`src/hdl/tile_scanline_renderer_macros.svh`:
```
// Assertion macros of the tile scanline renderer, included by its top module.
`ifndef TILE_SCANLINE_RENDERER_MACROS_SVH
`define TILE_SCANLINE_RENDERER_MACROS_SVH
`ifndef NO_ASSERTIONS
`define TSR_ASSERT(lbl, prop, msg) \
	lbl: assert property (@(posedge clk) disable iff (!arst_n) (prop)) else $error(msg);
`define TSR_ASSERT_NEXT(lbl, cause, effect, msg) \
	lbl: assert property (@(posedge clk) disable iff (!arst_n) (cause) |=> (effect)) \
		else $error(msg);
`else
`define TSR_ASSERT(lbl, prop, msg)
`define TSR_ASSERT_NEXT(lbl, cause, effect, msg)
`endif
`endif

```
`src/hdl/tsr_ram.sv`:
```
// Generic single-write, single-read RAM with registered read data.
`default_nettype none
module tsr_ram #(
	parameter int WIDTH = 8,
	parameter int DEPTH = 256
) (
	input  wire                       clk,
	input  wire                       we,
	input  wire [$clog2(DEPTH)-1:0]   waddr,
	input  wire [WIDTH-1:0]           wdata,
	input  wire [$clog2(DEPTH)-1:0]   raddr,
	output logic [WIDTH-1:0]          rdata
);
	logic [WIDTH-1:0] mem [DEPTH];

	always_ff @(posedge clk) begin
		if (we) begin
			mem[waddr] <= wdata;
		end
		rdata <= mem[raddr];
	end
endmodule
`default_nettype wire

```
`config.mk`:
```
export PLATFORM = sky130hd
export DESIGN_NAME = tsr_ram
export DESIGN_NICKNAME = d
export VERILOG_FILES = /design/src/hdl/tile_scanline_renderer_macros.svh /design/src/hdl/tsr_ram.sv
export SDC_FILE = /design/constraint.sdc
export NUM_CORES = 2
export LEC_CHECK = 0
export BUFFER_PORTS_ARGS = -buffer_cell sky130_fd_sc_hd__buf_2
export CORE_MARGIN = 2
export CORE_UTILIZATION = 40
export DETAILED_ROUTE_END_ITERATION = 8
export SYNTH_ARGS = -nofsm -noshare
export SYNTH_HDL_FRONTEND = slang
export SYNTH_SLANG_ARGS = --single-unit
```
`constraint.sdc`:
```
create_clock -name clk -period 3.1 [get_ports clk]
set_input_delay 0.155 -clock clk [delete_from_list [all_inputs] [get_ports clk]]
set_output_delay 0.155 -clock clk [all_outputs]
set_load 0.005 [all_outputs]
```
**Word-level counts from Yosys, hierarchy flattened**

Memories as Yosys holds them, arrays and structs flattened. A register that Yosys moved wholly into a read port is not among the register bits.
Cells that the tools add are included.

- Mux-type cells: 2

Operators by type and width:

| operator | count |
|---|---|
| $mux W1 | 2 |

- Output and inout port bits: 8
- Memories kept: 1
- Memory bits (writable): 2048
- Word-level logic and storage cells: 3
- Register bits: 0

Memories:

| name | depth | bits a word | rd ports | clocked after Yosys merged registers in | wr ports | RTL line | RTL |
|---|---|---|---|---|---|---|---|
| mem | 256 | 8 | 1 | 1 | 1 | tsr_ram.sv:14 | `logic [WIDTH-1:0] mem [DEPTH];` |

**Depth between registers and ports, before layout**

- Word-level depth: 2
- Depth in mapped cells: 11

**Least setup slack after synthesis**

No wires, ideal clock.

- Kind: in2reg
- Start point: in raddr[0]
- End point: reg rdata[2] (read register of mem)
- Stages on the path: 9
- Data arrival time: 1.962 ns
- Path slack: 1.007 ns
- Cells stage by stage: buf_6 > buf_12 > buf_8 > buf_2 > mux4_2 > a22oi_1 > a21oi_1 > nor4_1 > nor4_2

RTL lines:

| item | RTL line | RTL |
|---|---|---|
| from (decl) | tsr_ram.sv:11 | `input wire [$clog2(DEPTH)-1:0] raddr,` |
| to (decl) | tsr_ram.sv:12 | `output logic [WIDTH-1:0] rdata` |

==> metrics <==
Layout Utilization=46.7%; Synth async-reset ratio=0%; Critical Path AT=3.67 ns; initial core utilization=40.3%; Post-Syn Instances=3733; hold-fix buffers at CTS=8; CP cell instances=mux4_2, a22o_1, a221oi_1, o32ai_1, nor3_1, buf_4, nor4_1; synthesis warning total=0; net count of the finished layout=4230; I/O Buffers=33; crit path time final=2.97 ns; layout cells sized above 1=28.3%; sequential fraction of the synthesis area=77.5%; Max rail drop VDD=644 µV; core box area=197000 µm²; Routed Antenna Nets=0; clock sink total=2056; post-synth net total=3759; RSZ-0062 raised after global routing=false; WS Path Type=flop to flop; slew margin rel.=17.9%; GRT Residual Overflow=0; Detailed Routing Iterations Pass 1=7; crit-path max cell delay=0.91 ns; CTS Buf Count=204; total track usage=19.7%; final hold vios=0; num ports=34; cell area after layout=92300 µm²; cell leakage power=29.1 nW; Fillers=16500; root buf cell=clkbuf_16; Avg Cell Area, Syn=21.3 µm²; largest net degree at the start of global routing=128; Routed WL=201 mm; WL/cell=28.7 µm; clock latency on the worst-skew pair=0.83 ns; clock slew at reported path FFs=0.06 ns; DP Wirelength=129 mm; share of the synthesized area in the top cell type=77.3%; Final Cycle Share=95.9%; Power per Cell Area=621 nW/µm²; Crit-path slowest cell=a221oi_1; Cell Area, Synth=79600 µm²; DRC=0; Worst-Margin Slew=1.22 ns; Worst Hold Class=primary input to flop; Placer Congestion=0.856; clock tree buffer depth=3; setup TNS=0 ns; DIE AREA=202000 µm²; antenna violations before repair=9; CTS-repair resized insts=0; first-pass GRT wire length=290 mm; clk_skew=0.0273 ns; Starting DRT DRC Count=4582; placed inst area=85800 µm²; max frequency=0.336 GHz; row count=163; Critical Path Sink Type=flop; outcome=finished, final reports clean; Synth Flop Type=edfxtp_1; CTS tree=built; Synth area leaders=edfxtp_1 77%, mux4_2 13%, mux2i_1 1.7%, nor2_1 1.3%, a22oi_1 1.3%; routed via count=39600; Setup violations, final=0; Final Power=0.0573 W; die height=450 µm; number of distinct library cells after synthesis=55; startpoint types=flop; EDFF count, synth=2048; H-tree level count=4; drt via density=5.64; CP Max Fanout=1; vias in the first global route=39800; Required @ worst endpoint=3.80 ns; Horiz. Die Dim=450 µm; Post-CTS Setup Inserts=0; Max-Cap Viols=0; Slew Limit Fails=0; Yosys top cell by area=edfxtp_1; area delta synth->final=16.0%; FF+latch count, synth=2056
cell usage after synthesis, types with 3 or more instances:
cell type	instances
o21ai_0	10
nand4_1	10
a211oi_1	16
dfxtp_1	8
o22ai_1	28
nor2_1	282
buf_4	27
nand2b_1	8
mux4_2	454
o22a_1	5
a22o_1	8
o211ai_1	10
nor4_2	3
mux2i_1	134
buf_1	22
buf_2	31
o221ai_1	46
nor4_1	24
nor3_1	22
nand2_1	33
o32ai_1	4
buf_8	13
and2_1	6
edfxtp_1	2048
nor2b_1	31
nand3_1	34
a21oi_1	96
a22oi_1	133
clkbuf_1	111
a221oi_1	13
buf_6	21
buf_12	8
or2_2	4
cell type report:
cell class                      instances  area [µm²]  share of cell area (%)
Sequential cell                      2056       61700                    66.8
Multi-Input combinational cell       1442       16500                    17.9
Clock buffer                          266        5480                    5.94
Timing Repair Buffer                  498        4420                    4.79
Tap cell                             2640        3300                    3.58
Clock inverter                        110         900                   0.975
Antenna cell                            7        17.5                  0.0190
Inverter                                2        7.51                 0.00814
routing by layer:
layer / track usage (%) / up-vias / part of all wire [%] / routed length [µm]
met1: 28.0 / 21100 / 42 / 84100
met3: 3.55 / 307 / 7.5 / 15100
li1: - / 16600 / - / -
met4: 6.25 / 4 / 3.0 / 6060
met5: 0 / - / 0.013 / 27
met2: 31.1 / 1531 / 48 / 96000
layout by cell type (no fill, tap or decap), drive strengths merged, types with 10 or more instances in the layout:
cell    netlist  routed
nor4         27      27
o22ai        28      28
o21ai        12      12
mux4        456     456
nand3        34      34
edfxtp     2048    2048
a21oi        96      96
bufinv        0      10
nor2        282     282
clkinv        1      90
o211ai       10      10
nor2b        31      31
nor3         22      22
a211oi       16      16
clkbuf      111     266
mux2i       134     134
buf         122     490
nand4        10      10
o221ai       47      47
a221oi       14      14
nand2        33      33
a22oi       133     133
state kept, by name (all words and copies together) (netlist names):
signal,count
mem,2048
rdata,8
path summary, 6_finish.rpt:
path,start,to,slack [ns],depth (start not counted)
min reg2reg,mem[6][2],rdata[2],1.15,6
max reg2reg,mem[210][3],rdata[3],0.13,7
min,waddr[2],mem[204][6],0.08,4
max,mem[210][3],rdata[3],0.13,7
stage by stage:
stage | hold slack [ns] | setup WS [ns] | instances
finish | 0.0842 | 0.128 | 7021
global route | 0.0739 | 0.0233 | 7018
CTS | 0.0302 | 0.226 | 7014
detailed placement | 0.590 | -0.370 | 6630
global placement | 0.581 | -0.368 | 6630
floorplan | 0.254 | 1.01 | 3733
power breakdown:
part	leakage (nW)	total, W	internal (W)	switching [W]
Sequential	18.5	0.0307	0.0306	0.0000637
Clock	3.09	0.0236	0.0133	0.0103
Combinational	7.56	0.00297	0.00110	0.00187
cell families (layout without fill, tap and decap cells):
group | after synthesis | after routing | synth area share (%)
buffers and inverters | 235 | 876 | 1.83
flip-flops | 2056 | 2056 | 77.5
AND/OR/NAND/NOR | 466 | 466 | 2.63
AO/OA/AOI/OAI | 385 | 385 | 3.42
other | 0 | 7 | 0
multiplexers | 591 | 591 | 14.6
worst max-delay path: cells and delay by family, from the launching register on:
family	cells	cell delay [ns]
AOI/OAI and AO/OA	3	1.49
muxes	1	0.46
DFF	1	0.37
and+or+nand+nor	2	0.35
buffers and inverters	1	0.17
Note: power is estimated with default switching activity, not from simulation.
