==> config.mk <==
export PLATFORM = sky130hd
export DESIGN_NAME = tsr_regs
export DESIGN_NICKNAME = d
export VERILOG_FILES = /design/src/hdl/tile_scanline_renderer_macros.svh /design/src/hdl/tsr_pkg.sv /design/src/hdl/tsr_regs.sv
export SDC_FILE = /design/constraint.sdc
export NUM_CORES = 1
export LEC_CHECK = 0
export ABC_AREA = 1
export BUFFER_PORTS_ARGS = -buffer_cell sky130_fd_sc_hd__buf_2
export CAP_MARGIN = 20
export CORE_UTILIZATION = 48
export CTS_CLUSTER_SIZE = 30
export DETAILED_ROUTE_END_ITERATION = 10
export PLACE_DENSITY = 0.8
export RECOVER_POWER = 25
export SYNTH_ARGS = -nofsm -noshare
export SYNTH_HDL_FRONTEND = slang
export SYNTH_SLANG_ARGS = --single-unit
==> constraint.sdc <==
create_clock -name clk -period 1.16 [get_ports clk]
set_clock_uncertainty 0.1 [all_clocks]
set_input_delay 0.116 -clock clk [delete_from_list [all_inputs] [get_ports clk]]
set_output_delay 0.116 -clock clk [all_outputs]
set_load 0.01 [all_outputs]
==> src/hdl/tile_scanline_renderer_macros.svh <==
// Assertion macros of the tile scanline renderer, included by its top module.
`ifndef TILE_SCANLINE_RENDERER_MACROS_SVH
`define TILE_SCANLINE_RENDERER_MACROS_SVH
`ifndef NO_ASSERTIONS
`define TSR_ASSERT(lbl, prop, msg) \
	lbl: assert property (@(posedge clk) disable iff (!arst_n) (prop)) else $error(msg);
`define TSR_ASSERT_NEXT(lbl, cause, effect, msg) \
	lbl: assert property (@(posedge clk) disable iff (!arst_n) (cause) |=> (effect)) \
		else $error(msg);
`else
`define TSR_ASSERT(lbl, prop, msg)
`define TSR_ASSERT_NEXT(lbl, cause, effect, msg)
`endif
`endif

==> src/hdl/tsr_pkg.sv <==
// Types, constants and helper functions of the tile scanline renderer.
`default_nettype none
package tsr_pkg;
	localparam int VRAM_BYTES    = 8192;
	localparam int VRAM_AW       = 13;
	localparam int SPR_ENTRIES   = 40;
	localparam int SPR_BYTES     = 160;
	localparam int SPR_IW        = 6;
	localparam int MAX_SPR       = 10;
	localparam int LINE_PIXELS   = 160;
	localparam int GROUPS        = 20;
	localparam int GRP_W         = 5;

	localparam logic [12:0] MAP_BASE    = 13'h1800;
	localparam logic [12:0] MAP_SIZE    = 13'h0400;
	localparam logic [12:0] SIGNED_BASE = 13'h1000;
	localparam logic [7:0]  WIN_LINES   = 8'd144;

	localparam logic [1:0] FUNC_VRAM   = 2'd0;
	localparam logic [1:0] FUNC_SPRITE = 2'd1;
	localparam logic [1:0] FUNC_RENDER = 2'd2;

	localparam logic [2:0] REG_CTRL = 3'd0;
	localparam logic [2:0] REG_SCX  = 3'd1;
	localparam logic [2:0] REG_SCY  = 3'd2;
	localparam logic [2:0] REG_WTOP = 3'd3;
	localparam logic [2:0] REG_BGP  = 3'd4;
	localparam logic [2:0] REG_OBP0 = 3'd5;
	localparam logic [2:0] REG_OBP1 = 3'd6;

	typedef struct packed {
		logic [7:0] ctrl;
		logic [7:0] scx;
		logic [7:0] scy;
		logic [7:0] wtop;
		logic [7:0] bgp;
		logic [7:0] obp0;
		logic [7:0] obp1;
	} cfg_t;

	typedef struct packed {
		logic [7:0] flags;
		logic [7:0] tile;
		logic [7:0] x;
		logic [7:0] y;
	} spr_t;

	typedef enum logic [4:0] {
		ST_CLEAR,
		ST_IDLE,
		ST_SEL,
		ST_BG_MAP,
		ST_BG_LO,
		ST_BG_HI,
		ST_BG_WT,
		ST_BG_PIX,
		ST_SP_START,
		ST_SP_HI,
		ST_SP_WT,
		ST_SP_RD,
		ST_SP_WR,
		ST_OUT_RD,
		ST_OUT_LD,
		ST_OUT_WAIT
	} state_t;

	function automatic logic [1:0] tile_bit(input logic [7:0] lo, input logic [7:0] hi,
			input logic [2:0] col);
		logic [2:0] b;
		b = 3'd7 - col;
		return {hi[b], lo[b]};
	endfunction

	function automatic logic [1:0] pal_shade(input logic [7:0] pal, input logic [1:0] idx);
		return pal[{idx, 1'b0} +: 2];
	endfunction
endpackage
`default_nettype wire

==> src/hdl/tsr_regs.sv <==
// APB configuration register file of the tile scanline renderer.
`default_nettype none
module tsr_regs (
	input  wire               clk,
	input  wire               arst_n,
	input  wire               psel,
	input  wire               penable,
	input  wire               pwrite,
	input  wire [4:0]         paddr,
	input  wire [31:0]        pwdata,
	output logic [31:0]       prdata,
	output logic              pready,
	output tsr_pkg::cfg_t     cfg
);
	logic [2:0] idx;
	logic       wr;

	assign pready = 1'b1;
	assign idx    = paddr[4:2];
	assign wr     = psel && penable && pwrite;

	always_ff @(posedge clk or negedge arst_n) begin
		if (!arst_n) begin
			cfg.ctrl <= 8'd0;
			cfg.scx  <= 8'd0;
			cfg.scy  <= 8'd0;
			cfg.wtop <= 8'd0;
			cfg.bgp  <= 8'd27;
			cfg.obp0 <= 8'd228;
			cfg.obp1 <= 8'd228;
		end else if (wr) begin
			unique case (idx)
				tsr_pkg::REG_CTRL: cfg.ctrl <= pwdata[7:0];
				tsr_pkg::REG_SCX:  cfg.scx  <= pwdata[7:0];
				tsr_pkg::REG_SCY:  cfg.scy  <= pwdata[7:0];
				tsr_pkg::REG_WTOP: cfg.wtop <= pwdata[7:0];
				tsr_pkg::REG_BGP:  cfg.bgp  <= pwdata[7:0];
				tsr_pkg::REG_OBP0: cfg.obp0 <= pwdata[7:0];
				tsr_pkg::REG_OBP1: cfg.obp1 <= pwdata[7:0];
				default: ;
			endcase
		end
	end

	always_comb begin
		unique case (idx)
			tsr_pkg::REG_CTRL: prdata = {24'd0, cfg.ctrl};
			tsr_pkg::REG_SCX:  prdata = {24'd0, cfg.scx};
			tsr_pkg::REG_SCY:  prdata = {24'd0, cfg.scy};
			tsr_pkg::REG_WTOP: prdata = {24'd0, cfg.wtop};
			tsr_pkg::REG_BGP:  prdata = {24'd0, cfg.bgp};
			tsr_pkg::REG_OBP0: prdata = {24'd0, cfg.obp0};
			tsr_pkg::REG_OBP1: prdata = {24'd0, cfg.obp1};
			default:           prdata = 32'd0;
		endcase
	end
endmodule
`default_nettype wire

== Word level (Yosys, flattened, before mapping) ==
Index checks and enable logic that the tools add are counted.

* Register bits after elaboration: 56
* Input bits: 42
* Output and inout port bits: 89

* Equal/unequal tests: 6
* Mux-type cells: 1
* Reductions and logical operators: 10

{| class="wikitable"
|+ Operators by type and width
! kind !! count
|-
| $pmux W8 S7 || 1
|-
| $reduce_and A2 Y1 || 7
|-
| $eq A3 B3 Y1 const B || 3
|-
| $eq A3 B2 Y1 const B || 2
|-
| $eq A3 B1 Y1 const B || 1
|-
| $logic_not A3 Y1 || 1
|-
| $logic_and A1 B1 Y1 || 2
|}

== Logic depth before layout (Yosys ltp) ==
Gate-level depths: netlist of the first run.

* Word-level depth: 3
* Mapped depth: 8

== Worst setup path before layout of the first run ==
Ideal clock, no wire load.

* Path kind: input to output
* Start: input port paddr[4]
* End: output port prdata[0]
* Arrival: 868 ps
* Required time: 944 ps
* Setup slack: 76 ps
* Cell stages on the path: 8
* Buffers on the path: 3
* Cell sequence: buf_6 > inv_2 > buf_6 > buf_6 > nand4_1 > nand2_1 > nor2_1 > nand2_1

* Cells in the longest elaborated chain, start to end: 2

{| class="wikitable"
|+ RTL lines
! what !! RTL line !! text
|-
| start, declared || tsr_regs.sv:9 || <nowiki>input wire [4:0] paddr,</nowiki>
|-
| $eq A3 B3 Y1 (tied with other cells) || tsr_regs.sv:46 || <nowiki>unique case (idx)</nowiki>
|-
| $pmux W8 S7 * || tsr_regs.sv:46 ||
|-
| end, declared || tsr_regs.sv:11 || <nowiki>output logic [31:0] prdata,</nowiki>
|}

Mark *: on every way between the ends. The rest lies on a longest branch, timed or not.

== Final worst setup path of the first run ==
* Start: register cfg[2] in the netlist's numbering
* End: output port prdata[2]

* Cells in the longest elaborated chain, start to end: 1

{| class="wikitable"
|+ RTL lines
! what !! RTL line !! text
|-
| start, declared || tsr_regs.sv:13 || <nowiki>output tsr_pkg::cfg_t cfg</nowiki>
|-
| $pmux W8 S7 || tsr_regs.sv:46 ||
|}

Every way passes these cells.

==> results of run 1 <==
cell usage in the layout (no fill, tap or decap), types with 6 or more instances in the layout:
cell     count
inv_1        7
buf_2       65
nand3_1     15
nand3_4      6
nor2_1      24
nor2_4       6
buf_6       29
dfstp_2     12
o21ai_0     55
nand2_1    135
buf_4       21
dfrtp_1     44
nand4_1     32
conb_1      25
what timing repair did:
action | 4_1_cts | 5_1_grt
endpoints found under the setup margin | 21 | 21
hold endpoints to repair | 60 | 0
gates resized for setup | 23 | 12
buffers inserted | 1 | 7
hold buffers | 5 | 0
pin swaps | 15 | 12
metrics by stage:
stage | power, mW | util, % | cells
finish | 6.13 | 64.7 | 581
global route | 6.40 | 64.7 | 581
CTS | 6.03 | 63.9 | 577
detailed placement | 4.35 | 59.1 | 563
global placement | 4.30 | 59.1 | 563
floorplan | 3.51 | - | 416
layout make-up:
class	instances	area (sq um)	share of cell area (%)
multi-input combinational	305	1480	36.1
sequential	56	1420	34.5
timing repair buffer	124	940	22.9
tap	77	96.3	2.34
clock buffer	6	72.6	1.77
clock inverter	2	60.1	1.46
inverter	11	41.3	1.00
per-layer routing:
metal	up-vias	track usage, %	part of all wire (%)
li1	1477	-	-
met1	1495	38.4	41
met2	169	44.2	48
met3	25	5.07	8.8
met4	0	8.62	2.4
met5	-	0	0
where the power goes:
part           total, mW  switching (mW)  internal [mW]
registers           2.70           0.314           2.39
logic               1.92            1.05          0.872
clock network       1.51           0.646          0.863
total               6.13            2.01           4.12
worst min-delay path: stages:
cell and delay, ps:
buf_2 170, nand2_1 90, nand2_1 50
how the worst max path moves through the flow:
stage	depth (start not counted)	slack, ps	to
final	5	-390	prdata[2]
after global routing	5	-420	prdata[6]
after CTS	5	-370	prdata[2]
after detailed placement	7	-140	cfg[17]
after global placement	8	-110	prdata[6]
after floorplan	8	80	prdata[0]
kinds of logic (layout without fill, tap and decap cells):
kind of cell / count (synthesis) / after routing / share of synthesized area, %
simple gates: 224 / 224 / 34.8
compound gates: 56 / 56 / 8.84
flops: 56 / 56 / 44.7
buf+inv: 55 / 143 / 11.5
other cells: 2 / 25 / 0.237
==> flow_summary.yaml, run 1 <==
synthesis:
  avgSynthCellArea_sq_um: 8.07
  yosysWarnings: 0
  synthArstFlopShare_pct: 100
  yosys.area.top_type: "dfrtp_1"
  synth.most_common_cell: "nand2_1"
  ys.flop_type: "dfrtp_1"
  synth_top_area_share_pct: 34.7
  syn_area_sq_mm: 0.00317
  ys_seq_area_share_pct: 44.7
  ys_seq_elements: 56
  ys_top_cells_by_area: "dfrtp_1, nand2_1, dfstp_2, o21ai_0, buf_4"
  ys_types: 20
  synth_cells: 393
  synth_edf_count: 0
  yosys-top-cells-count: "nand2_1, o21ai_0, dfrtp_1"
sta:
  min_period_ps: 1550
  relSlewSlack_pct: 54.1
  hold_ws_ps: 8.03
  period_share_pct: 134
  setup_ws_ps: -389
  worst_pin_slew_ps: 689
  max_freq_mhz: 646
  rsz0062_at_grt: "yes"
  setup_tns_ps: -4640
  finalHoldViolCount: 0
  setup_violations: 22
  slew_violations: 0
finish:
  stdcell_area_sq_mm: 0.00411
  num_antenna_cells: 0
  largestRegisters: "cfg: 56 flops"
  largest_register_ffs: 56
  nFillCells: 539
  top_register: "cfg"
  nets: 545
  area_growth_pct: 29.6
  drive_above_1_share_pct: 31.7
placed_design:
  place_congestion: 0.899
  dp_slack_ps: -140
  dp_hpwl_mm: 6.49
  io_buffer_count: 79
  place_area_sq_mm: 0.00375
critical_path:
  r2r_cells: 4
  startpoint: "cfg[2]"
  reg2reg_slack_ps: 80
  start_kind: "flop"
  slowest_stage: "dfstp_2"
  cp_max_fo: 2
  rr_startpoint: "cfg[14]"
  max_stage_delay_ps: 570
  r2r-end: "cfg[14]"
  path_common_cell: "nand2_1"
  cp.arrival_ps: 1330
  crit_chain: "nand4_1, nand2_1, nor2_1, nand2_1, buf_2"
  critPathTopFamily: "flip-flops"
  crit_buf_inv: 1
  critPathRequiredTime_ps: 940
  critPathKind: "reg -> out"
  end_kind: "output pin"
die:
  core_area_sq_mm: 0.00635
  die_area_sq_mm: 0.00694
  die_w_microns: 83.3
  start_util_pct: 50.0
  fp.dieH_microns: 83.3
  num_io_pins: 131
  rows: 29
worst_hold_path:
  holdPathStages: 3
  holdCritStartpoint: "pwdata[6]"
  hp-class: "in -> reg"
  worstHoldEndpoint: "cfg[14]"
power:
  p_per_area_mw_per_mm2: 1490
  peakVddDrop_v: 0.000851
  leakagePower_nw: 2.20
routing:
  vias: 3166
  routed_wl_mm: 9.32
  drt_iter0_markers: 205
  drc: 0
  drt_pass1_iterations: 4
  wire_per_inst_microns: 16.0
  vias_per_cell: 5.45
  ant_nets: 0
grt:
  grt_overflow: 0
  antenna_found_initial: 0
  grt_pass1_wl_mm: 15.0
  grt_max_degree: 57
  grt_pass1_vias: 2859
  globalRouteTotalUtil_pct: 27.7
run_status:
  status: "complete, but fails checks"
  violations: "setup timing"
flow_run:
  drv_cap: 0
clock_tree:
  cts.sinks: 56
  clk_latency_ps: 310
  cts_inserted_buffers: 5
  clockBufferDepth: 2
  root_buffer: "clkbuf_8"
  ctsHtreeMaxLevel: 2
  clk_pin_slew_ps: 100
  cts_tree: "built"
Power figures use the tool's default switching activity.
==> run 2: changes to the inputs <==
--- a/config.mk
+++ b/config.mk
@@ -10,6 +10,7 @@
 export CAP_MARGIN = 20
-export CORE_UTILIZATION = 48
+export CORE_UTILIZATION = 50
+export CTS_BUF_LIST = sky130_fd_sc_hd__clkbuf_2 sky130_fd_sc_hd__clkbuf_4 sky130_fd_sc_hd__clkbuf_8
 export CTS_CLUSTER_SIZE = 30
 export DETAILED_ROUTE_END_ITERATION = 10
-export PLACE_DENSITY = 0.8
+export PLACE_DENSITY = 0.83
 export RECOVER_POWER = 25
==> constraint.sdc (replaced) <==
create_clock -name clk -period 1.16 [get_ports clk]
set_clock_uncertainty 0.1 [all_clocks]
set_input_delay 0.232 -clock clk [delete_from_list [all_inputs] [get_ports clk]]
set_output_delay 0.232 -clock clk [all_outputs]
set_load 0.01 [all_outputs]
==> flow_summary.yaml, run 2 (synthesized netlist as in run 1, its figures left out) <==
run_status:
  status: "complete, but fails checks"
  violations: "setup timing"
finish:
  area_growth_pct: 56.9
  stdcell_area_sq_mm: 0.00498
  top_register: "cfg"
  largestRegisters: "cfg: 56 flops"
  nets: 596
  drive_above_1_share_pct: 40.0
  final_cell_mix: "nand2_1, buf_6, o21ai_0, dfrtp_1, nand4_1"
  final_cells: 630
  final_common_cell: "nand2_1"
  largest_register_ffs: 56
  num_antenna_cells: 0
power:
  peakVddDrop_v: 0.00101
  clock_power_share_pct: 16.0
  pwr-share-comb_pct: 43.8
  internal_power_mw: 4.52
  p_per_area_mw_per_mm2: 1390
  power_switching_share_pct: 34.5
  design_power_total_mw: 6.89
  p_sw_mw: 2.38
  seqPwrFrac_pct: 40.2
  leakagePower_nw: 2.57
sta:
  min_period_ps: 1710
  setup_violations: 79
  setup_tns_ps: -14460
  max_freq_mhz: 585
  rsz0062_at_grt: "yes"
  setup_ws_ps: -548
  slew_violations: 0
  period_share_pct: 147
  finalHoldViolCount: 0
routing:
  drt_pass1_iterations: 8
  vias_per_cell: 5.94
  vias: 3744
  drt_iter0_markers: 526
  ant_nets: 0
  drc: 0
  routed_wl_mm: 12.5
  wire_per_inst_microns: 19.8
clock_tree:
  cts_tree: "built"
  cts_inserted_buffers: 5
  clk_latency_ps: 310
  clk_pin_slew_ps: 100
  cts.sinks: 56
  clockBufferDepth: 2
  ctsHtreeMaxLevel: 2
  root_buffer: "clkbuf_8"
critical_path:
  max_stage_delay_ps: 570
  path_common_cell: "nand2_1"
  end_kind: "output pin"
  cp_max_fo: 2
  crit_buf_inv: 1
  critPathTopFamily: "flip-flops"
  slowest_stage: "dfstp_2"
  crit_chain: "nand4_1, nand2_1, nor2_1, nand2_1, buf_2"
  critPathRequiredTime_ps: 830
  cp.arrival_ps: 1380
  critPathKind: "reg -> out"
  start_kind: "flop"
placed_design:
  place_area_sq_mm: 0.00416
  dp_slack_ps: -310
  io_buffer_count: 79
  dp_hpwl_mm: 7.28
  place_congestion: 0.923
  dp_cells: 607
grt:
  grt_overflow: 0
  antenna_found_initial: 0
  grt_pass1_vias: 3306
  grt_max_degree: 30
  globalRouteTotalUtil_pct: 35.1
  grt_pass1_wl_mm: 17.0
die:
  start_util_pct: 52.6
  die_w_microns: 81.6
  rows: 28
  num_io_pins: 131
  core_area_sq_mm: 0.00603
  die_area_sq_mm: 0.00667
  fp.dieH_microns: 81.6
worst_hold_path:
  hp-class: "in -> reg"
flow_run:
  drv_cap: 0
## run 2: cell count changes in the layout (fill, tap and decap cells not counted), sizes merged
cell,delta
buf,+50
bufinv,-2
clkbuf,+4
clkinv,+1
dlygate4sd3,-4
nand2,+1
nor2,+1
## run 2: metal layers
metal / share of wire, % / global-route usage [%] / wire length (microns)
met5: 0 / 0 / 0
met4: 5.4 / 14.7 / 672
met3: 11 / 6.44 / 1420
met2: 47 / 58.8 / 5830
met1: 37 / 44.7 / 4580
## run 2: worst paths after layout
check,slack [ps],start,endpoint,cells after the start
max,-550,cfg[6],prdata[6],5
min,130,pwdata[0],cfg[16],3
max reg2reg,80,cfg[2],cfg[2],4
min reg2reg,440,cfg[10],cfg[10],2
max in group asynchronous,80,arst_n,cfg[10],3
min in group asynchronous,240,arst_n,cfg[55],2
## run 2: area by class of cell
type | count | area [sq um]
fill | 325 | 1050
clock inverter | 1 | 5.00
timing repair buffer | 173 | 1790
tap | 75 | 93.8
multi-input combinational | 307 | 1540
clock buffer | 7 | 83.8
sequential | 56 | 1420
inverter | 11 | 48.8
## run 2: through the flow
step,hold slack [ps],util [%]
2_1_floorplan,-164,-
3_3_place_gp,37.8,69.1
3_5_place_dp,43.2,69.1
4_1_cts,111,79.2
5_1_grt,121,82.6
6_report,133,82.6
## run 2: power by group through the flow
stage               combinational (mW)  clock [mW]  sequential [mW]
global placement                  2.03           0             2.68
CTS                               2.75        1.09             2.72
global route                      3.21        1.19             2.77
finish                            3.02        1.11             2.77
floorplan                        0.684           0             2.84
detailed placement                2.08           0             2.70
## run 2: what timing repair did
action | 4_1_cts | 5_1_grt
cloned | 0 | 2
endpoints found under the hold margin | 10 | 0
setup endpoints to repair | 63 | 86
buffers inserted | 18 | 29
hold buffers | 1 | 0
gates resized for setup | 100 | 49
pin swaps | 19 | 24
## run 2: worst register-to-register path, stage by stage (launching register included)
cell and delay [ps]:
dfstp_2 570, buf_6 100, buf_6 90, o21ai_0 80, nand2_1 90
