[src/hdl/tile_scanline_renderer_macros.svh]
// Assertion macros of the tile scanline renderer, included by its top module.
`ifndef TILE_SCANLINE_RENDERER_MACROS_SVH
`define TILE_SCANLINE_RENDERER_MACROS_SVH
`ifndef NO_ASSERTIONS
`define TSR_ASSERT(lbl, prop, msg) \
	lbl: assert property (@(posedge clk) disable iff (!arst_n) (prop)) else $error(msg);
`define TSR_ASSERT_NEXT(lbl, cause, effect, msg) \
	lbl: assert property (@(posedge clk) disable iff (!arst_n) (cause) |=> (effect)) \
		else $error(msg);
`else
`define TSR_ASSERT(lbl, prop, msg)
`define TSR_ASSERT_NEXT(lbl, cause, effect, msg)
`endif
`endif

[src/hdl/tsr_pkg.sv]
// Types, constants and helper functions of the tile scanline renderer.
`default_nettype none
package tsr_pkg;
	localparam int VRAM_BYTES    = 8192;
	localparam int VRAM_AW       = 13;
	localparam int SPR_ENTRIES   = 40;
	localparam int SPR_BYTES     = 160;
	localparam int SPR_IW        = 6;
	localparam int MAX_SPR       = 10;
	localparam int LINE_PIXELS   = 160;
	localparam int GROUPS        = 20;
	localparam int GRP_W         = 5;

	localparam logic [12:0] MAP_BASE    = 13'h1800;
	localparam logic [12:0] MAP_SIZE    = 13'h0400;
	localparam logic [12:0] SIGNED_BASE = 13'h1000;
	localparam logic [7:0]  WIN_LINES   = 8'd144;

	localparam logic [1:0] FUNC_VRAM   = 2'd0;
	localparam logic [1:0] FUNC_SPRITE = 2'd1;
	localparam logic [1:0] FUNC_RENDER = 2'd2;

	localparam logic [2:0] REG_CTRL = 3'd0;
	localparam logic [2:0] REG_SCX  = 3'd1;
	localparam logic [2:0] REG_SCY  = 3'd2;
	localparam logic [2:0] REG_WTOP = 3'd3;
	localparam logic [2:0] REG_BGP  = 3'd4;
	localparam logic [2:0] REG_OBP0 = 3'd5;
	localparam logic [2:0] REG_OBP1 = 3'd6;

	typedef struct packed {
		logic [7:0] ctrl;
		logic [7:0] scx;
		logic [7:0] scy;
		logic [7:0] wtop;
		logic [7:0] bgp;
		logic [7:0] obp0;
		logic [7:0] obp1;
	} cfg_t;

	typedef struct packed {
		logic [7:0] flags;
		logic [7:0] tile;
		logic [7:0] x;
		logic [7:0] y;
	} spr_t;

	typedef enum logic [4:0] {
		ST_CLEAR,
		ST_IDLE,
		ST_SEL,
		ST_BG_MAP,
		ST_BG_LO,
		ST_BG_HI,
		ST_BG_WT,
		ST_BG_PIX,
		ST_SP_START,
		ST_SP_HI,
		ST_SP_WT,
		ST_SP_RD,
		ST_SP_WR,
		ST_OUT_RD,
		ST_OUT_LD,
		ST_OUT_WAIT
	} state_t;

	function automatic logic [1:0] tile_bit(input logic [7:0] lo, input logic [7:0] hi,
			input logic [2:0] col);
		logic [2:0] b;
		b = 3'd7 - col;
		return {hi[b], lo[b]};
	endfunction

	function automatic logic [1:0] pal_shade(input logic [7:0] pal, input logic [1:0] idx);
		return pal[{idx, 1'b0} +: 2];
	endfunction
endpackage
`default_nettype wire

[src/hdl/tsr_sort.sv]
// Line sprite list kept in descending x order by stable insertion.
`default_nettype none
module tsr_sort (
	input  wire               clk,
	input  wire               arst_n,
	input  wire               clear,
	input  wire               insert,
	input  tsr_pkg::spr_t     entry,
	input  wire [3:0]         rd_idx,
	output tsr_pkg::spr_t     rd_entry,
	output logic [3:0]        count
);
	tsr_pkg::spr_t list_q [tsr_pkg::MAX_SPR];
	logic [3:0]    count_q;
	logic          ge [tsr_pkg::MAX_SPR];
	logic          do_ins;

	assign count  = count_q;
	assign do_ins = insert && (count_q < 4'(tsr_pkg::MAX_SPR));

	always_comb begin
		for (int j = 0; j < tsr_pkg::MAX_SPR; j++) begin
			ge[j] = (4'(j) < count_q) && (list_q[j].x >= entry.x);
		end
	end

	always_ff @(posedge clk or negedge arst_n) begin
		if (!arst_n) begin
			count_q <= 4'd0;
		end else if (clear) begin
			count_q <= 4'd0;
		end else if (do_ins) begin
			count_q <= count_q + 4'd1;
		end
	end

	always_ff @(posedge clk) begin
		if (do_ins) begin
			for (int j = 0; j < tsr_pkg::MAX_SPR; j++) begin
				if (!ge[j]) begin
					if (j == 0) begin
						list_q[j] <= entry;
					end else if (ge[j-1]) begin
						list_q[j] <= entry;
					end else begin
						list_q[j] <= list_q[j-1];
					end
				end
			end
		end
	end

	assign rd_entry = (rd_idx < 4'(tsr_pkg::MAX_SPR)) ? list_q[rd_idx] : '0;
endmodule
`default_nettype wire

[config.mk]
export PLATFORM = sky130hd
export DESIGN_NAME = tsr_sort
export DESIGN_NICKNAME = d
export VERILOG_FILES = /design/src/hdl/tile_scanline_renderer_macros.svh /design/src/hdl/tsr_pkg.sv /design/src/hdl/tsr_sort.sv
export SDC_FILE = /design/constraint.sdc
export NUM_CORES = 1
export LEC_CHECK = 0
export BUFFER_PORTS_ARGS = -buffer_cell sky130_fd_sc_hd__buf_2
export CAP_MARGIN = 20
export CORE_ASPECT_RATIO = 0.5
export CORE_MARGIN = 2
export CORE_UTILIZATION = 65
export DETAILED_ROUTE_END_ITERATION = 7
export GPL_TIMING_DRIVEN = 1
export PLACE_DENSITY_LB_ADDON = 0.1
export RECOVER_POWER = 50
export SYNTH_ARGS = -nofsm -noshare
export SYNTH_HDL_FRONTEND = slang
export SYNTH_SLANG_ARGS = --single-unit
[constraint.sdc]
create_clock -name clk -period 9.9 [get_ports clk]
set_clock_uncertainty 0.05 [all_clocks]
set_input_delay 1.98 -clock clk [delete_from_list [all_inputs] [get_ports clk]]
set_output_delay 1.98 -clock clk [all_outputs]
set_load 0.02 [all_outputs]
; Word level (Yosys, flattened, before mapping)
; Memories as Yosys holds them, arrays and structs flattened.
; Index checks and enable logic that the tools add are counted.
[word_totals]
output_inout_bits = 36
ff_bits = 4
ramBits = 320
mem_count = 1
inputBits = 40
word_cells = 132
[classes]
n_addsub = 1
order_cmp = 22
muxes = 86
bitwise_logic = 9
n_reduce_logical = 12
[memory_table]
columns = name, depth, width, read_ports, rd_clocked_by_memory_dff, write_ports, line
row1 = list_q, 10, 32, 11, 0, 10, tsr_sort.sv:13  ; tsr_pkg::spr_t list_q [tsr_pkg::MAX_SPR];
[op_table]
columns = cell, count
row1 = $mux W32, 10
row2 = $ge A8 B8 Y1, 10
row3 = $mux W1, 74
row4 = $lt A3 B4 Y1 const A, 4
row5 = $logic_and A1 B1 Y1, 11
row6 = $or A1 B1 Y1, 9
row7 = $lt A1 B4 Y1 const A, 2
row8 = $lt A2 B4 Y1 const A, 2
row9 = $lt A4 B4 Y1 const A, 2
row10 = $lt A4 B4 Y1 const B, 2
row11 = $mux W4, 2
row12 = $add A4 B1 Y4 const B, 1
row13 = $reduce_bool A2 Y1, 1

; Logic depth before layout (Yosys ltp)
; Gate-level depths: netlist of run 1.
[depth]
word_depth = 7
depth_mapped = 10
ltp_nobuf = 8

; Least setup slack after synthesis of run 1
; No wires, ideal clock.
[synth_timing]
path_type = input -> register
from = in entry[13] (netlist name)
to = mem list_q[6][16] (netlist name), data pin
setup_time_ns = 0.260
slack_ns = 3.915
required_ns = 9.590
path_buffers = 2
arrival_ns = 5.675
stages = 10
path_cell_list = clkbuf_1 -> inv_1 -> ha_1 -> a21oi_1 -> o21a_1 -> o211ai_1 -> a21oi_1 -> nand2_1 -> buf_2 -> mux2_2
[synth_rtl]
columns = item, line
row1 = "start, declared", tsr_sort.sv:8  ; input tsr_pkg::spr_t entry,
row2 = "end, declared", tsr_sort.sv:13

==> results.toml, run 1 <==
[outcome]
status = "finished with violations"
violations = "max-capacitance violations, max-slew violations"

[floorplan]
die_w_um = 237
ioPinCount = 76
fp-row-count = 42
initial_core_util_pct = 66.4
fp.dieArea_um2 = 28600
dieHeight_um = 121
coreArea_um2 = 26600

[power_and_ir_drop]
peakVddDrop_mv = 0.124
power_density_nw_per_um2 = 189
p_total_mw = 3.60
p_leak_nw = 6.84

[logic_synthesis]
synthArstFlopShare_pct = 1.23
synth_seq_cells = 324
synthFlopType = "edfxtp_1"
synthesis.nets = 1227
yosys-top-cells-area = "edfxtp_1 54%, mux2_2 18%, mux4_2 8.2%"
synth_area_um2 = 17700
syn_area_per_cell_um2 = 15.9
ys_types = 47
synth_most_common_cell = "edfxtp_1"
netlist_instances = 1112
synth_top_area_share_pct = 54.4
yosysTopAreaCell = "edfxtp_1"
synthTopCellsByCount = "320 x edfxtp_1, 282 x mux2_2, 75 x ha_1"
seq_area_frac_synth_pct = 55.0
yosys_warnings = 0
synth-edff-count = 320

[routing]
drc = 0
wl_per_cell_um = 28.4
first_iter_violations = 1024
routed_wl_um = 43700
via_count = 10600
vias_per_cell = 6.89
final_antenna_net_count = 0
drt-pass1-iter-count = 5

[placement]
place_congestion = 0.881
hpwlAfterDp_um = 25400
port_buffers = 75

[sta]
finalCritPeriodShare_pct = 74.6
hold_viol_final = 0
drv_slew = 236
post-route-min-period_ns = 7.39
finalSetupViolCount = 0
slew-limit-headroom_pct = -115
max_freq_ghz = 0.135
rsz0062_at_grt = "false"
finalSetupTns_ns = 0
worst_pin_slew_ns = 3.22

[clock_tree]
cts_setup_buffers = 0
cts_made_buffers = 29
clock_path_buffers = 3
cts_tree = "yes"
cts_root_buf = "clkbuf_16"
ctsResizeCount = 0
clk_latency_ns = 0.57
clock-sinks = 324
clkTransAtPathRegs_ns = 0.07
cts.htree.levels = 1
hold_buffers = 0

[cells_and_area]
nFillCells = 1770
layout-drive-gt1-share_pct = 40.6
n_antenna_cell = 0
layout.area.seq_um2 = 9710
post-route-util_pct = 71.7
syn2layout_area_growth_pct = 7.87
nets = 1281
multi_input_area_um2 = 7480

[global_routing]
grt_max_degree = 65
grt_usage_pct = 31.3
antenna_found_initial = 0
grt_pass1_wl_um = 66400
grt_pass1_vias = 10900
gr-total-overflow = 0

[worst_setup_path]
arrival_ns = 7.64
end_kind = "register"
cp_max_fo = 38
critPathRequiredTime_ns = 10.15
worstSetupStartpointType = "primary input"
critPathKind = "in -> reg"

[min_path]
hold_path_class = "reg -> reg"

[run]
drv_cap = 10
-- power breakdown --
part,internal (mW),switching [mW]
combinational,0.337,0.363
clock,0.562,0.512
sequential,1.73,0.0988
total,2.63,0.974
-- cell families (layout without fill, tap and decap cells) --
logic type / after synthesis / in the layout / synth area share (%)
AO/OA/AOI/OAI: 134 / 134 / 5.38
XOR/XNOR: 2 / 2 / 0.0992
adder cells (fa/ha/maj): 75 / 75 / 5.31
buffers and inverters: 97 / 173 / 2.71
flip-flops: 324 / 324 / 55.0
multiplexers: 383 / 383 / 29.1
AND/OR/NAND/NOR: 97 / 97 / 2.42
-- layer usage --
layer  share of wire (%)  GRT usage (%)
met5                   0              0
met4                 1.9           7.86
met3                 8.4           5.32
met2                  47           51.1
met1                  43           44.7
-- through the flow --
| step | std cells | worst slack [ns] | cell area, um2 | hold WS (ns) |
|---|---|---|---|---|
| after floorplan | 1112 | 3.91 | 17700 | 0.480 |
| after global placement | 1487 | 3.62 | 18300 | 0.501 |
| after detailed placement | 1487 | 3.58 | 18300 | 0.509 |
| final | 1540 | 2.51 | 19100 | 0.524 |
| after global routing | 1540 | 2.38 | 19100 | 0.533 |
| after CTS | 1540 | 3.59 | 19200 | 0.527 |
-- worst paths after layout --
| path | start | end | slack, ns | cells after the start |
|---|---|---|---|---|
| max in group asynchronous | arst_n | count[3] | 8.42 | 1 |
| hold / removal | list_q[2][20] | list_q[3][20] | 0.52 | 1 |
| setup / recovery | insert | list_q[9][11] | 2.51 | 7 |
| setup reg to reg | count[2] | list_q[9][11] | 3.39 | 7 |
| hold reg to reg | list_q[2][20] | list_q[3][20] | 0.52 | 1 |
| min in group asynchronous | arst_n | count[1] | 1.19 | 1 |
-- cell type report --
cell class,instances,share of cell area [%]
Inverter,25,0.492
Multi-Input combinational cell,691,39.3
Timing Repair Buffer,95,2.48
Tap cell,352,2.31
Clock buffer,33,3.89
Clock inverter,20,0.624
Sequential cell,324,50.9
-- placed cells by master, fill, tap and decap left out, types with 10 or more instances in the layout --
cell type,n
o21ai_0,10
nand2_1,54
a21oi_1,57
a221oi_1,32
mux2_4,30
inv_1,24
clkbuf_1,46
buf_2,35
clkinv_2,10
ha_1,75
edfxtp_1,320
mux4_2,64
buf_4,17
nor2_1,15
mux2_2,281
clkbuf_16,29
-- state kept, by name (all words and copies together), names as in the netlist --
signal and flops:
list_q 320, count 4
-- worst max-delay path: stages --
cell      delay (ns)
clkbuf_1        0.13
nand2_1         0.29
inv_1           0.18
clkbuf_1        2.28
o21a_1          1.74
buf_4           0.63
mux2_2          0.40
(Power assumes the default switching activity.)
==> run 2, diff against run 1 <==
ABC_AREA = 1   (was unset)
CORE_UTILIZATION = 63   (was 65)
clock period = 7.7 ns   (was 9.9 ns; I/O delays follow)
==> run 2 against run 1 <==
Effect of this change:
- the flow still finishes with violations (max-capacitance violations, max-slew violations)
- total power is 24% higher
- synthesized cell count is 110% higher
- hold slack worse by 0.0069 ns
- via count is 65% higher
- wire length grew 51%
- clock power increased by 37%
- utilization decreased by 4.7 points
- highest routed layer is now met5
==> results.toml, run 2 <==
[min_path]
hold_path_class = "reg -> reg"

[cells_and_area]
final_common_cell = "nand2_1"
post-route-util_pct = 67.0
nets = 2325
largest_register_ffs = 320
layout-drive-gt1-share_pct = 5.47
layout.area.seq_um2 = 9710
top_register = "list_q"
nFillCells = 2534
n_antenna_cell = 0
syn2layout_area_growth_pct = 5.42
final_cell_mix = "819 x nand2_1, 320 x edfxtp_1, 259 x nand4_1"
multi_input_area_um2 = 8180

[floorplan]
ioPinCount = 76
initial_core_util_pct = 63.6
fp.dieArea_um2 = 31900
die_w_um = 251
fp-row-count = 45
dieHeight_um = 127
coreArea_um2 = 30100

[placement]
place_congestion = 0.946
hpwlAfterDp_um = 42100
port_buffers = 75

[clock_tree]
clkTransAtPathRegs_ns = 0.07
cts.htree.levels = 1
ctsResizeCount = 0
cts_tree = "yes"
clock-sinks = 324
hold_buffers = 0
cts_setup_buffers = 0
clk_latency_ns = 0.58
clock_path_buffers = 3
cts_made_buffers = 31
cts_root_buf = "clkbuf_16"

[logic_synthesis]
synth_top_area_share_pct = 50.2
synthFlopType = "edfxtp_1"
synth_seq_cells = 324
synth-edff-count = 320
synthTopCellsByCount = "824 x nand2_1, 320 x edfxtp_1, 259 x nand4_1"
synthArstFlopShare_pct = 1.23
yosys-top-cells-area = "edfxtp_1 50%, nand2_1 16%, nand4_1 8.5%"
synthesis.nets = 2395
synth_area_um2 = 19100
yosysTopAreaCell = "edfxtp_1"
ys_types = 26
netlist_instances = 2280
synth_most_common_cell = "nand2_1"
syn_area_per_cell_um2 = 8.40
yosys_warnings = 0
seq_area_frac_synth_pct = 50.7

[worst_setup_path]
critPathRequiredTime_ns = 8.03
end_kind = "register"
cp_max_fo = 63
rr_startpoint = "count[1]"
startpoint = "entry[11]"
arrival_ns = 6.69
r2r_slack_ns = 2.21
critPathKind = "in -> reg"
worstSetupStartpointType = "primary input"
reg2reg_depth = 6
reg2reg_to = "list_q[8][25]"
crit_path_end = "list_q[9][17]"

[sta]
finalCritPeriodShare_pct = 82.6
rsz0062_at_grt = "false"
finalSetupViolCount = 0
max_freq_ghz = 0.157
slew-limit-headroom_pct = -141
worst_pin_slew_ns = 3.62
drv_slew = 461
post-route-min-period_ns = 6.36
finalSetupTns_ns = 0
hold_viol_final = 0
holdWs_ns = 0.517

[routing]
first_iter_violations = 3236
drt-pass1-iter-count = 7
wl_per_cell_um = 25.1
drc = 0
vias_per_cell = 6.67
final_antenna_net_count = 0
routed_wl_um = 66000
via_count = 17500

[global_routing]
gr-total-overflow = 0
grt_pass1_vias = 15600
grt_pass1_wl_um = 97600
grt.busiest_layer = "met1"
grt_max_degree = 142
grt_usage_pct = 41.0
grtUsageMet2_pct = 50.2
antenna_found_initial = 1
grtUsageMet3_pct = 20.1
grt_use_met1_pct = 64.6

[power_and_ir_drop]
peakVddDrop_mv = 0.233
p_leak_nw = 8.72
power_density_nw_per_um2 = 222
p_total_mw = 4.48

[outcome]
status = "finished with violations"
violations = "max-capacitance violations, max-slew violations"

[run]
drv_cap = 12
==> run 2: critical path, cell delays in order <==
cell and delay [ns]:
clkbuf_1 0.56, inv_1 0.47, ha_1 0.45, nand2_1 0.06, inv_1 0.07, nand2_1 0.05, nand2_1 0.05, nand2_1 0.04
nand3_1 0.08, nand2_2 0.51, nand2_1 0.29, clkbuf_1 2.02, nand2_1 0.25, o21ai_1 0.20
==> run 2: power breakdown <==
group,internal (mW),leakage [nW],switching [mW],total (mW)
Clock,0.770,0.443,0.702,1.47
Combinational,0.220,5.06,0.553,0.774
Sequential,2.14,3.22,0.0981,2.23
==> run 2: how the worst min path moves through the flow <==
| stage | endpoint | slack (ns) | cells past startpoint | startpoint |
|---|---|---|---|---|
| 2_1_floorplan | list_q[9][31] | 0.46 | 2 | list_q[8][31] |
| 3_3_place_gp | list_q[9][31] | 0.49 | 2 | list_q[8][31] |
| 3_5_place_dp | list_q[9][31] | 0.50 | 2 | list_q[8][31] |
| 4_1_cts | list_q[9][31] | 0.51 | 2 | list_q[8][31] |
| 5_1_grt | list_q[9][31] | 0.55 | 2 | list_q[8][31] |
| 6_report | list_q[9][31] | 0.52 | 2 | list_q[8][31] |
==> run 2: stage by stage <==
stage | instance area [um2] | std cells | setup WS (ns)
finish | 20200 | 2630 | 1.34
global route | 20200 | 2630 | 0.936
CTS | 20300 | 2630 | 1.80
detailed placement | 19400 | 2576 | 1.78
global placement | 19400 | 2574 | 1.55
floorplan | 19100 | 2280 | 2.96
==> run 2: kinds of logic (layout without fill, tap and decap cells) <==
logic type / count (synthesis) / count (layout) / synth area share (%)
adders and majority gates: 75 / 75 / 4.90
buffers and inverters: 301 / 252 / 7.02
DFF: 324 / 324 / 50.7
and+or+nand+nor: 1255 / 1255 / 28.4
AOI/OAI and AO/OA: 325 / 325 / 8.97
==> run 2: cell type report <==
| class | instances | share of cell area [%] |
|---|---|---|
| Inverter | 94 | 1.81 |
| Tap cell | 399 | 2.47 |
| Clock inverter | 15 | 0.490 |
| Sequential cell | 324 | 48.1 |
| Timing Repair Buffer | 104 | 2.60 |
| Clock buffer | 39 | 3.99 |
| Multi-Input combinational cell | 1655 | 40.5 |
==> run 2: per-layer routing <==
metal / wire, um / part of all wire [%]
met2: 24600 / 37
met1: 26900 / 41
met5: 12 / 0.018
met4: 769 / 1.2
met3: 13600 / 21
==> run 3, diff against run 2 <==
ABC_AREA = 0   (was 1)
CORE_UTILIZATION = 62   (was 63)
clock period = 6.21 ns   (was 7.7 ns; I/O delays follow)
==> run 3 against run 2 <==
Effect of this change:
- the flow still finishes with violations (max-capacitance violations, max-slew violations)
- sequential cell count stayed put
- final area is 3.5% lower
- first-iteration DRC count is 67% lower
- critical path depth is 5 lower
- utilization is 2.9 points higher
- total power is 37% higher
- die area is 6.1% lower
- clock power is 44% higher
- global-route usage is 11 points lower
- critical path type unchanged
- highest routed layer unchanged
==> results.toml, run 3 (synthesized netlist as in run 1, its figures left out) <==
[outcome]
status = "finished with violations"
violations = "max-capacitance violations, max-slew violations"

[cells_and_area]
final_common_cell = "edfxtp_1"
top_register = "list_q"
nets = 1287
final_cell_mix = "320 x edfxtp_1, 282 x mux2_2, 75 x ha_1"
n_antenna_cell = 0
nFillCells = 1893
layout-drive-gt1-share_pct = 41.2
largest_register_ffs = 320
syn2layout_area_growth_pct = 10.3

[clock_tree]
cts.htree.levels = 1
hold_buffers = 0
clock-sinks = 324
cts_setup_buffers = 0
ctsResizeCount = 0
cts_tree = "yes"
clock_path_buffers = 3
cts_root_buf = "clkbuf_16"
clk_latency_ns = 0.59
cts_made_buffers = 30
clkTransAtPathRegs_ns = 0.07

[sta]
finalSetupTns_ns = 0
slew-limit-headroom_pct = -94.9
post-route-min-period_ns = 5.33
hold_viol_final = 0
drv_slew = 195
finalSetupViolCount = 0
rsz0062_at_grt = "false"
worst_pin_slew_ns = 2.92
max_freq_ghz = 0.187
post-route-worst-setup-slack_ns = 0.875
finalCritPeriodShare_pct = 85.9

[worst_setup_path]
startpoint = "entry[8]"
end_kind = "register"
cp_num_cells = 9
path_buf_inv = 2
critPathTopFamily = "compound AO/OA/AOI/OAI gates"
critPathKind = "in -> reg"
critical_path.cell_chain = "clkbuf_1 -> ha_1 -> nand2b_1 -> a21oi_1 -> o21ai_0 -> a21oi_1 -> o21a_1 -> buf_4 -> mux2_2"
arrival_ns = 5.62
slowest_delay_ns = 1.52
reg2reg_to = "list_q[0][10]"
worstSetupStartpointType = "primary input"
crit_slowest_cell = "o21a_1"
r2r_slack_ns = 1.73
reg2reg_depth = 6
crit_path_end = "list_q[9][2]"
crit_top_cell = "a21oi_1"
critPathRequiredTime_ns = 6.49
cp_max_fo = 36
rr_startpoint = "count[2]"

[routing]
drt-pass1-iter-count = 6
drc = 0
final_antenna_net_count = 0
routed_wl_um = 43600
first_iter_violations = 1076
via_count = 10600
wl_per_cell_um = 27.6
vias_per_cell = 6.70

[placement]
place_congestion = 0.887
hpwlAfterDp_um = 25600
port_buffers = 75
dp_slack_ns = 1.40

[floorplan]
fp-row-count = 43
dieHeight_um = 123
fp.dieArea_um2 = 29900
ioPinCount = 76
initial_core_util_pct = 63.4
die_w_um = 243
coreArea_um2 = 27900

[global_routing]
gr-total-overflow = 0
grt_usage_pct = 29.6
antenna_found_initial = 1
grt_pass1_wl_um = 66300
grt_pass1_vias = 10700
grt_max_degree = 65

[power_and_ir_drop]
p_leak_nw = 7.00
p_total_mw = 6.16
peakVddDrop_mv = 0.247
power_density_nw_per_um2 = 316

[run]
drv_cap = 8

[min_path]
hold_path_class = "in -> async"
[run 3: changes by cell type in the layout (fill, tap and decap cells not counted), sizes merged, moves of 69 or more]
cell and change:
inv -69, mux2 +319, nand2 -770, nand4 -253, nor2 -109, o21ai -167
[run 3: metrics by stage]
step	instances	hold slack, ns	util (%)	area (um2)
after detailed placement	1521	0.507	66.3	18500
after floorplan	1112	0.480	-	17700
final	1578	0.445	69.9	19500
after CTS	1577	0.403	70.4	19600
after global placement	1517	0.500	66.0	18400
after global routing	1578	0.450	69.9	19500
[run 3: power by group]
part	internal, mW	total, mW	switching (mW)
registers	2.76	2.91	0.154
clock network	1.26	2.12	0.857
logic	0.550	1.12	0.575
total	4.57	6.16	1.59
[run 3: area by class of cell]
class	instances	area (um2)	share of cell area [%]
multi-input combinational	691	7490	38.4
inverter	25	93.8	0.482
clock inverter	23	357	1.83
timing repair buffer	100	596	3.06
sequential	324	9710	49.8
clock buffer	33	762	3.91
tap	382	478	2.45
[run 3: worst min path at each step]
stage / startpoint / to / slack [ns]
3_3_place_gp: list_q[6][3] / list_q[7][3] / 0.50
6_report: arst_n / count[1] / 0.44
2_1_floorplan: list_q[3][30] / list_q[4][30] / 0.48
4_1_cts: arst_n / count[3] / 0.40
5_1_grt: arst_n / count[0] / 0.45
3_5_place_dp: list_q[2][23] / list_q[3][23] / 0.51
[run 3: worst reg2reg max path: stages, from the launching register on]
cell and delay, ns:
dfrtp_1 0.51, o21ai_2 0.18, nand2_1 0.32, inv_1 0.66, nand2_1 0.29, o32ai_4 0.20
clkbuf_1 1.82
[run 3: layer usage]
layer / vias to the layer above / share of wire, % / track usage (%)
met2: 443 / 46 / 46.6
met3: 62 / 7.2 / 4.75
li1: 4585 / - / -
met1: 5488 / 45 / 44.0
met5: - / 0.030 / 0
met4: 2 / 1.9 / 6.56
